===== src/hw/rtl/wamf_pkg.sv =====
// Shared types and constants of the window average and median filter.
`default_nettype none

package wamf_pkg;

  localparam int unsigned DATA_W = 32;
  localparam int unsigned STEP_W = $clog2(DATA_W);
  localparam int unsigned IN_TDATA_W = 32;
  localparam int unsigned OUT_TDATA_W = 72;
  localparam int unsigned HELD_W = 5;

  typedef struct packed {
    logic load;
    logic step;
  } ctl_t;

endpackage

`default_nettype wire


===== src/hw/rtl/wamf_div.sv =====
// Bit-serial restoring divider for the window mean, one quotient bit per cycle while the step control is set.
`default_nettype none

module wamf_div #(
  parameter int unsigned CNT_W = 5
) (
  input  wire logic                                   clk_i,
  input  wire wamf_pkg::ctl_t                         ctl_i,
  input  wire logic [wamf_pkg::DATA_W+CNT_W-1:0]      dividend_i,
  input  wire logic [CNT_W-1:0]                       divisor_i,
  output logic      [wamf_pkg::DATA_W-1:0]            quot_o
);

  logic [CNT_W-1:0]            rem_q, rem_d;
  logic [CNT_W-1:0]            dsr_q, dsr_d;
  logic [wamf_pkg::DATA_W-1:0] quo_q, quo_d;
  logic [CNT_W:0]              trial;
  logic [CNT_W:0]              diff;
  logic                        qbit;

  always_comb begin
    trial = {rem_q, quo_q[wamf_pkg::DATA_W-1]};
    diff  = trial - {1'b0, dsr_q};
    qbit  = (trial >= {1'b0, dsr_q});
    rem_d = rem_q;
    dsr_d = dsr_q;
    quo_d = quo_q;
    if (ctl_i.load) begin
      rem_d = dividend_i[wamf_pkg::DATA_W+CNT_W-1:wamf_pkg::DATA_W];
      quo_d = dividend_i[wamf_pkg::DATA_W-1:0];
      dsr_d = divisor_i;
    end else if (ctl_i.step) begin
      rem_d = qbit ? diff[CNT_W-1:0] : trial[CNT_W-1:0];
      quo_d = {quo_q[wamf_pkg::DATA_W-2:0], qbit};
    end
  end

  always_ff @(posedge clk_i) begin
    rem_q <= rem_d;
    dsr_q <= dsr_d;
    quo_q <= quo_d;
  end

  assign quot_o = quo_q;

endmodule

`default_nettype wire


===== src/hw/rtl/wamf_rank.sv =====
// Bit-serial rank selection that finds the median, most significant bit first.
`default_nettype none

module wamf_rank #(
  parameter int unsigned LANES = 16,
  parameter int unsigned CNT_W = 5
) (
  input  wire logic                            clk_i,
  input  wire wamf_pkg::ctl_t                  ctl_i,
  input  wire logic [LANES-1:0]                valid_i,
  input  wire logic [CNT_W-1:0]                rank_i,
  input  wire logic [LANES-1:0]                key_bit_i,
  output logic      [wamf_pkg::DATA_W-1:0]     result_o
);

  logic [LANES-1:0]            cand_q, cand_d;
  logic [CNT_W-1:0]            rank_q, rank_d;
  logic [wamf_pkg::DATA_W-1:0] res_q, res_d;
  logic [CNT_W-1:0]            zeros;
  logic                        rbit;

  always_comb begin
    zeros = '0;
    for (int unsigned i = 0; i < LANES; i++) begin
      zeros = zeros + CNT_W'(cand_q[i] & ~key_bit_i[i]);
    end
    rbit   = (rank_q >= zeros);
    cand_d = cand_q;
    rank_d = rank_q;
    res_d  = res_q;
    if (ctl_i.load) begin
      cand_d = valid_i;
      rank_d = rank_i;
    end else if (ctl_i.step) begin
      res_d = {res_q[wamf_pkg::DATA_W-2:0], rbit};
      if (rbit) begin
        cand_d = cand_q & key_bit_i;
        rank_d = rank_q - zeros;
      end else begin
        cand_d = cand_q & ~key_bit_i;
      end
    end
  end

  always_ff @(posedge clk_i) begin
    cand_q <= cand_d;
    rank_q <= rank_d;
    res_q  <= res_d;
  end

  assign result_o = res_q;

endmodule

`default_nettype wire


===== src/hw/rtl/window_average_median_filter_core.sv =====
// Top level of the window average and median filter.
// Each sample transfer on the slave channel pushes a signed Q16.16 sample into a
// shift line that keeps the last WINDOW samples, and one result transfer follows
// on the master channel with the mean, the median and the number of samples used.
// Before WINDOW samples have arrived, only the samples received so far count.
// A running sum is updated as the sample enters. A bit-serial divider then forms
// the mean while a bit-serial rank search walks the held samples from the most
// significant bit down to find the median; both take one bit per cycle.
// An item goes from its transfer through a load of the serial units, the bit steps
// and the registering of the result. The next sample is taken in the cycle after
// that; no new sample is accepted while an item is still in progress.
// The next sample may be taken while a result still waits in the output register;
// if the receiver stalls, the following result holds until that register frees.
// Reset empties the window, clears the sum and drops any pending result.
`default_nettype none

module window_average_median_filter_core #(
  parameter int unsigned WINDOW = 16
) (
  input  wire logic                                clk_i,
  input  wire logic                                rst_ni,
  input  wire logic                                s_axis_tvalid,
  output logic                                     s_axis_tready,
  // Fields from bit 0: sample[31:0].
  input  wire logic [wamf_pkg::IN_TDATA_W-1:0]     s_axis_tdata,
  output logic                                     m_axis_tvalid,
  input  wire logic                                m_axis_tready,
  // Fields from bit 0: mean_value[31:0], median_value[63:32], samples_held[68:64].
  output logic      [wamf_pkg::OUT_TDATA_W-1:0]    m_axis_tdata
);

  localparam int unsigned CNT_W = $clog2(WINDOW + 1);
  localparam int unsigned SUM_W = wamf_pkg::DATA_W + $clog2(WINDOW) + 1;
  localparam int unsigned DW    = wamf_pkg::DATA_W;

  typedef enum logic [3:0] {
    ST_IDLE = 4'b0001,
    ST_LOAD = 4'b0010,
    ST_RUN  = 4'b0100,
    ST_DONE = 4'b1000
  } state_e;

  state_e                    state_q, state_d;
  logic [wamf_pkg::STEP_W-1:0] step_q, step_d;
  logic [CNT_W-1:0]          cnt_q, cnt_d;
  logic signed [SUM_W-1:0]   sum_q, sum_d;
  logic [DW-1:0]             lane_q [WINDOW];
  logic                      neg_q;
  logic                      out_valid_q, out_valid_d;
  logic [DW-1:0]             mean_q, median_q;
  logic [CNT_W-1:0]          held_q;

  logic                      in_xfer;
  logic                      full;
  logic signed [SUM_W-1:0]   drop_val;
  logic [SUM_W-1:0]          mag;
  logic [WINDOW-1:0]         valid_mask;
  logic [WINDOW-1:0]         key_bits;
  logic                      first_step;
  logic                      out_load;
  wamf_pkg::ctl_t            ctl;
  logic [DW-1:0]             quot;
  logic [DW-1:0]             rank_res;
  logic [CNT_W+wamf_pkg::HELD_W-1:0] held_ext;

  assign s_axis_tready = state_q == ST_IDLE;
  assign in_xfer       = s_axis_tvalid && s_axis_tready;
  assign full          = cnt_q == CNT_W'(WINDOW);
  assign drop_val      = full ? SUM_W'($signed(lane_q[WINDOW-1])) : '0;
  assign mag           = sum_q[SUM_W-1] ? SUM_W'(-sum_q) : SUM_W'(sum_q);
  assign first_step    = step_q == '0;
  assign out_load      = (state_q == ST_DONE) && (!out_valid_q || m_axis_tready);
  assign ctl.load      = state_q == ST_LOAD;
  assign ctl.step      = state_q == ST_RUN;

  for (genvar i = 0; i < WINDOW; i++) begin : g_lane_taps
    assign valid_mask[i] = cnt_q > CNT_W'(i);
    assign key_bits[i]   = lane_q[i][DW-1] ^ first_step;
  end

  always_comb begin
    state_d     = state_q;
    step_d      = step_q;
    cnt_d       = cnt_q;
    sum_d       = sum_q;
    out_valid_d = out_valid_q;
    if (m_axis_tvalid && m_axis_tready) begin
      out_valid_d = 1'b0;
    end
    unique case (state_q)
      ST_IDLE: begin
        if (in_xfer) begin
          sum_d = sum_q + SUM_W'($signed(s_axis_tdata[DW-1:0])) - drop_val;
          if (!full) begin
            cnt_d = cnt_q + CNT_W'(1);
          end
          state_d = ST_LOAD;
        end
      end
      ST_LOAD: begin
        step_d  = '0;
        state_d = ST_RUN;
      end
      ST_RUN: begin
        step_d = step_q + wamf_pkg::STEP_W'(1);
        if (step_q == wamf_pkg::STEP_W'(DW - 1)) begin
          state_d = ST_DONE;
        end
      end
      ST_DONE: begin
        if (out_load) begin
          out_valid_d = 1'b1;
          state_d     = ST_IDLE;
        end
      end
      default: begin
        state_d = ST_IDLE;
      end
    endcase
  end

  always_ff @(posedge clk_i or negedge rst_ni) begin
    if (!rst_ni) begin
      state_q     <= ST_IDLE;
      step_q      <= '0;
      cnt_q       <= '0;
      sum_q       <= '0;
      out_valid_q <= 1'b0;
    end else begin
      state_q     <= state_d;
      step_q      <= step_d;
      cnt_q       <= cnt_d;
      sum_q       <= sum_d;
      out_valid_q <= out_valid_d;
    end
  end

  always_ff @(posedge clk_i) begin
    if (in_xfer) begin
      lane_q[0] <= s_axis_tdata[DW-1:0];
      for (int unsigned i = 1; i < WINDOW; i++) begin
        lane_q[i] <= lane_q[i-1];
      end
    end else if (ctl.step) begin
      for (int unsigned i = 0; i < WINDOW; i++) begin
        lane_q[i] <= {lane_q[i][DW-2:0], lane_q[i][DW-1]};
      end
    end
  end

  always_ff @(posedge clk_i) begin
    if (ctl.load) begin
      neg_q <= sum_q[SUM_W-1];
    end
    if (out_load) begin
      mean_q   <= neg_q ? DW'(-quot) : quot;
      median_q <= rank_res ^ {1'b1, {(DW-1){1'b0}}};
      held_q   <= cnt_q;
    end
  end

  wamf_div #(
    .CNT_W (CNT_W)
  ) u_div (
    .clk_i      (clk_i),
    .ctl_i      (ctl),
    .dividend_i (mag[DW+CNT_W-1:0]),
    .divisor_i  (cnt_q),
    .quot_o     (quot)
  );

  wamf_rank #(
    .LANES (WINDOW),
    .CNT_W (CNT_W)
  ) u_rank (
    .clk_i     (clk_i),
    .ctl_i     (ctl),
    .valid_i   (valid_mask),
    .rank_i    (cnt_q >> 1),
    .key_bit_i (key_bits),
    .result_o  (rank_res)
  );

  assign held_ext      = {{wamf_pkg::HELD_W{1'b0}}, held_q};
  assign m_axis_tvalid = out_valid_q;
  assign m_axis_tdata  = {3'b000, held_ext[wamf_pkg::HELD_W-1:0], median_q, mean_q};

endmodule

`default_nettype wire

===== config.mk =====
export PLATFORM = sky130hd
export DESIGN_NAME = window_average_median_filter_core
export DESIGN_NICKNAME = d
export VERILOG_FILES = /design/src/hw/rtl/wamf_pkg.sv /design/src/hw/rtl/wamf_div.sv /design/src/hw/rtl/wamf_rank.sv /design/src/hw/rtl/window_average_median_filter_core.sv
export SDC_FILE = /design/constraint.sdc
export NUM_CORES = 2
export LEC_CHECK = 0
export ABC_AREA = 0
export ABC_CLOCK_PERIOD_IN_PS = 36300
export BUFFER_PORTS_ARGS = -buffer_cell sky130_fd_sc_hd__buf_2
export CORE_ASPECT_RATIO = 1.2
export CORE_MARGIN = 2
export CORE_UTILIZATION = 53
export CTS_CLUSTER_SIZE = 12
export DETAILED_ROUTE_END_ITERATION = 12
export GPL_ROUTABILITY_DRIVEN = 0
export PLACE_DENSITY = 0.7
export SYNTH_ARGS = -nofsm -noshare
export SYNTH_HDL_FRONTEND = slang
export SYNTH_HIERARCHICAL = 1
export SYNTH_SLANG_ARGS = --single-unit

===== constraint.sdc =====
create_clock -name clk_i -period 36.3 [get_ports clk_i]
set_input_delay 7.26 -clock clk_i [delete_from_list [all_inputs] [get_ports clk_i]]
set_output_delay 7.26 -clock clk_i [all_outputs]
set_load 0.05 [all_outputs]

# After elaboration in Yosys (flattened, before gate mapping)
# Memory sizes are Yosys's and may differ from the RTL's.
# Cells that the tools add are included.
word_totals:
  mem_count: 1
  word_cells: 194
  ram_bits: 512
  input_bits: 36
  register_bits: 217
  out_inout_bits: 74
mem_list:
  columns: ["name", "depth", "word_bits", "read_ports", "rd_clocked_by_memory_dff", "wr", "line_no", "rtl"]
  rows:
  - ["lane_q", 16, 32, 16, 0, 16, "window_average_median_filter_core.sv:47", "logic [DW-1:0] lane_q [WINDOW];"]
classes:
  eq_ne: 9
  n_bitwise: 70
  reduce_logical: 14
  magnitude_cmp: 18
  mux: 43
  n_addsub: 23
ops:
  columns: ["op", "n"]
  rows:
  - ["2-to-1 mux 32 bit", 19]
  - ["AND 1 x 5 -> 5 bit", 16]
  - ["inverter 1 -> 5 bit", 16]
  - ["adder 5 bit", 15]
  - ["2-to-1 mux 37 bit", 2]
  - ["2-to-1 mux 16 bit", 3]
  - ["> comparator 5 x 4 -> 1 bit, second input constant", 8]
  - ["adder 37 x 32 -> 37 bit", 1]
  - ["negation 37 bit", 1]
  - ["subtractor 37 bit", 1]
  - ["AND 16 bit", 2]
  - ["negation 32 bit", 1]
  - ["2-to-1 mux 4 bit", 6]
  - ["> comparator 5 x 3 -> 1 bit, second input constant", 4]
  - ["inverter 16 bit", 1]
  - ["bitwise OR 1 bit", 16]
  - ["case mux 4 bit (4 select lines)", 1]
  - ["bitwise XOR 1 bit", 16]
  - ["2-to-1 mux 5 bit", 3]
  - ["adder 5 x 1 -> 5 bit, second input constant", 2]
  - ["== test 5 bit, second input constant", 2]
  - ["> comparator 5 x 1 -> 1 bit, second input constant", 2]
  - ["> comparator 5 x 2 -> 1 bit, second input constant", 2]
  - ["case mux 5 bit (2 select lines)", 1]
  - ["18 further kinds", 36]

# Depth between registers and ports, before layout
depth:
  depth_word: 23
  mapped_depth: 26
  ltp_nobuf: 22

# Cells and area by module
# Netlist, hierarchy kept.
by_module_without_submodules:
  columns: ["module", "n_inst", "area_each_um2", "cells_each"]
  rows:
  - ["window_average_median_filter_core", 1, 30680.7, 3124]
  - ["wamf_rank", 1, 3055.4, 261]
  - ["wamf_div", 1, 1990.7, 128]

# Worst setup path after synthesis
# Ideal clock, no wire load.
synth_path:
  path_kind: "input-to-reg"
  start: "input s_axis_tvalid"
  end: "memory lane_q[0][0] (netlist name), enable pin"
  setup_slack_ps: 16193
  required_time_ps: 32668
  n_path_buf: 3
  arrival_ps: 16474
  setup_time_ps: 3632
  path_stages: 5
  cell_sequence: "nand2_1 clkbuf_1 clkbuf_1 clkbuf_1 nand2_1"
synth_rtl:
  columns: ["item", "line_no", "rtl"]
  rows:
  - ["start: declaration", "window_average_median_filter_core.sv:22", "input wire logic s_axis_tvalid,"]
  - ["end: declaration", "window_average_median_filter_core.sv:47", null]

==> summary.md <==
| Metric | Value |
|---|---|
| Seq/Total Area, Yosys | 0.605 |
| TritonCTS Sinks | 729 |
| Synth warnings | 6 |
| Final wirelength | 74300 um |
| Die Span X | 241 um |
| Top-count cell post-synth | nand2_1 |
| Clock-pin transition on the worst setup and hold timing paths | 60 ps |
| Std-Cell Rows | 104 |
| Final critical-path required period | 11320 ps |
| CTS resizes | 0 |
| Total GRT Usage | 0.216 |
| Setup Viol. Count Final | 0 |
| Core ar. | 0.0669 mm^2 |
| WHS | 441 ps |
| Fmax | 0.0883 GHz |
| Reg-to-reg critical path startpoint | step_q[0] |
| Iter 0 DRT Violations | 2281 |
| Clock latency on the worst-skew pair | 620 ps |
| TritonCTS clock tree | yes |
| Hold Path Depth | 0 |
| Layout net count | 3705 |
| Die area | 0.0695 mm^2 |
| Top_reg_cell synth | edfxtp_1 |
| CP required | 36530 ps |
| I/O Buffers | 106 |
| CP arrival | 11550 ps |
| Longest Clk Path Bufs | 3 |
| Max-Cap Viols | 0 |
| Initial antenna violation count | 0 |
| FF+latch count, synth | 729 |
| Main area contributors after synthesis | edfxtp_1 (57%), nand2_1 (17%), dfrtp_1 (3.6%) |
| Detail Route Antenna Nets | 0 |
| DR vias/cell | 5.31 |
| Root Buffer | clkbuf_16 |
| Worst hold path endpoint | median_q[10] |
| Max Slew Vio Count | 0 |
| Antenna Cells | 0 |
| DR vias | 24.0k |
| Crit Path Category | primary input to flip-flop |
| Hold Buf Count CTS | 0 |
| Hold crit path type | flip-flop to flip-flop |
| Ports | 110 |
| Hold Fails Final Rpt | 0 |
| Number of flops mapped to enable cells by yosys | 677 |
| Clock buffer count from CTS | 75 |
| Reg2Reg Depth | 20 |
| Syn Area/Cell | 10.2 um^2 |
| Detailed Place HPWL | 48800 um |
| H-tree levels | 3 |
| Cell area after synthesis | 0.0357 mm^2 |
| Layout cells sized above 1 | 0.0788 |
| Sum Neg Setup Slack | 0 ps |
| Die Ht | 288 um |
| Placed insts | 4382 |
| GRT overflow | 0 |
| Hold Startpoint | u_rank/result_o[10] |
| Clock skew | 26.1 ps |
| Worst-path maximum fanout | 86 |
| Final period util | 0.312 |
| Worst rel slew slack | 0.0934 |
| Top-area cell type share of the netlist area | 0.569 |
| Number of setup buffers added after CTS | 0 |
| Initial Util | 0.534 |
| Synth unique cells | 69 |
| Worst Tran Pin Value | 1330 ps |
| Drt wl/cell | 16.5 um |
| RSZ-0062 raised after global routing | no |
| Worst r2r dst | u_rank/rank_q[1] |
| Top cells by count, synth | nand2_1 (1583), edfxtp_1 (677), inv_1 (177) |
| Layout area overhead | 9.78% |
| Post-synth top area cell | edfxtp_1 |
| Startpoint types | primary input |
| Cells after Synth | 3513 |
| FF-to-FF setup slack | 29570 ps |
| Finished Layout Cells | 4507 |
| Critical path endpoint category | flip-flop |
| Outcome | finished clean |
| First-pass GRT wire length | 120000 um |
| Detailed Routing Iterations Pass 1 | 5 |
| FFs w/ async S/R, synth | 0.0713 |
| Largest net degree at the start of global routing | 137 |
| Vias in the first global route | 23.2k |
| # DRC | 0 |
routing by layer:
layer / GRT usage / share of wire / up-vias
li1: - / - / 11800
met1: 0.287 / 0.43 / 11500
met5: 0 / 0 / -
met4: 0.0892 / 0.035 / 0
met3: 0.0292 / 0.046 / 134
met2: 0.358 / 0.49 / 583
worst max-delay path by stage:
stage | end | slack (ps) | cells after the start | start
finish | lane_q[15][1] | 24980 | 6 | s_axis_tvalid
global route | lane_q[15][1] | 24600 | 6 | s_axis_tvalid
CTS | lane_q[0][22] | 24950 | 6 | s_axis_tvalid
detailed placement | lane_q[0][3] | 24320 | 6 | s_axis_tvalid
global placement | lane_q[0][1] | 24350 | 6 | s_axis_tvalid
floorplan | lane_q[0][0] | 16190 | 5 | s_axis_tvalid
critical path: stages:
cell	delay, ps
buf_2	130
nand2_4	320
nand2_4	950
buf_4	820
buf_4	890
buf_4	970
kinds of logic after synthesis:
logic type | synth area share
and+or+nand+nor | 0.212
DFF | 0.605
buffers and inverters | 0.0371
AOI/OAI and AO/OA | 0.0553
xor gates and xnor gates | 0.0304
adders and majority gates | 0.0490
muxes | 0.0104
other | 0.000105
cell usage in the layout, fill, tap and decap left out, types with 29 or more instances in the layout:
| cell type | n |
|---|---|
| buf_2 | 106 |
| o21ai_0 | 123 |
| ha_1 | 63 |
| nand3_1 | 33 |
| inv_1 | 176 |
| nor3_1 | 31 |
| dfrtp_1 | 51 |
| nand2b_1 | 29 |
| nor2b_1 | 36 |
| clkbuf_16 | 75 |
| and2_1 | 32 |
| fa_1 | 48 |
| nand2_1 | 1580 |
| edfxtp_1 | 677 |
| xor2_1 | 39 |
| xnor2_1 | 85 |
| mux2_2 | 32 |
| a21oi_1 | 55 |
sequential cells by signal, indices dropped and copies added (netlist names), 16 cells and up:
signal           cells
lane_q             512
sum_q               37
mean_q              32
median_q            32
u_div/quot_o        32
u_rank/result_o     32
u_rank/cand_q       16
stage by stage:
| step | worst slack [ps] | util | instance area (um^2) |
|---|---|---|---|
| floorplan | 16190 | - | 35700 |
| global placement | 24350 | 0.553 | 37000 |
| detailed placement | 24320 | 0.553 | 37000 |
| CTS | 24950 | 0.586 | 39200 |
| global route | 24600 | 0.586 | 39200 |
| finish | 24980 | 0.586 | 39200 |
layout make-up:
class | count | area (um^2)
timing repair buffer | 130 | 711
inverter | 179 | 684
sequential | 729 | 21600
multi-input combinational | 2443 | 12800
clock inverter | 17 | 178
tap | 901 | 1130
clock buffer | 108 | 2060
fill | 5687 | 27700
Power is not shown: default switching activity piles up to over one toggle a cycle in this logic, so the estimate is an artifact.
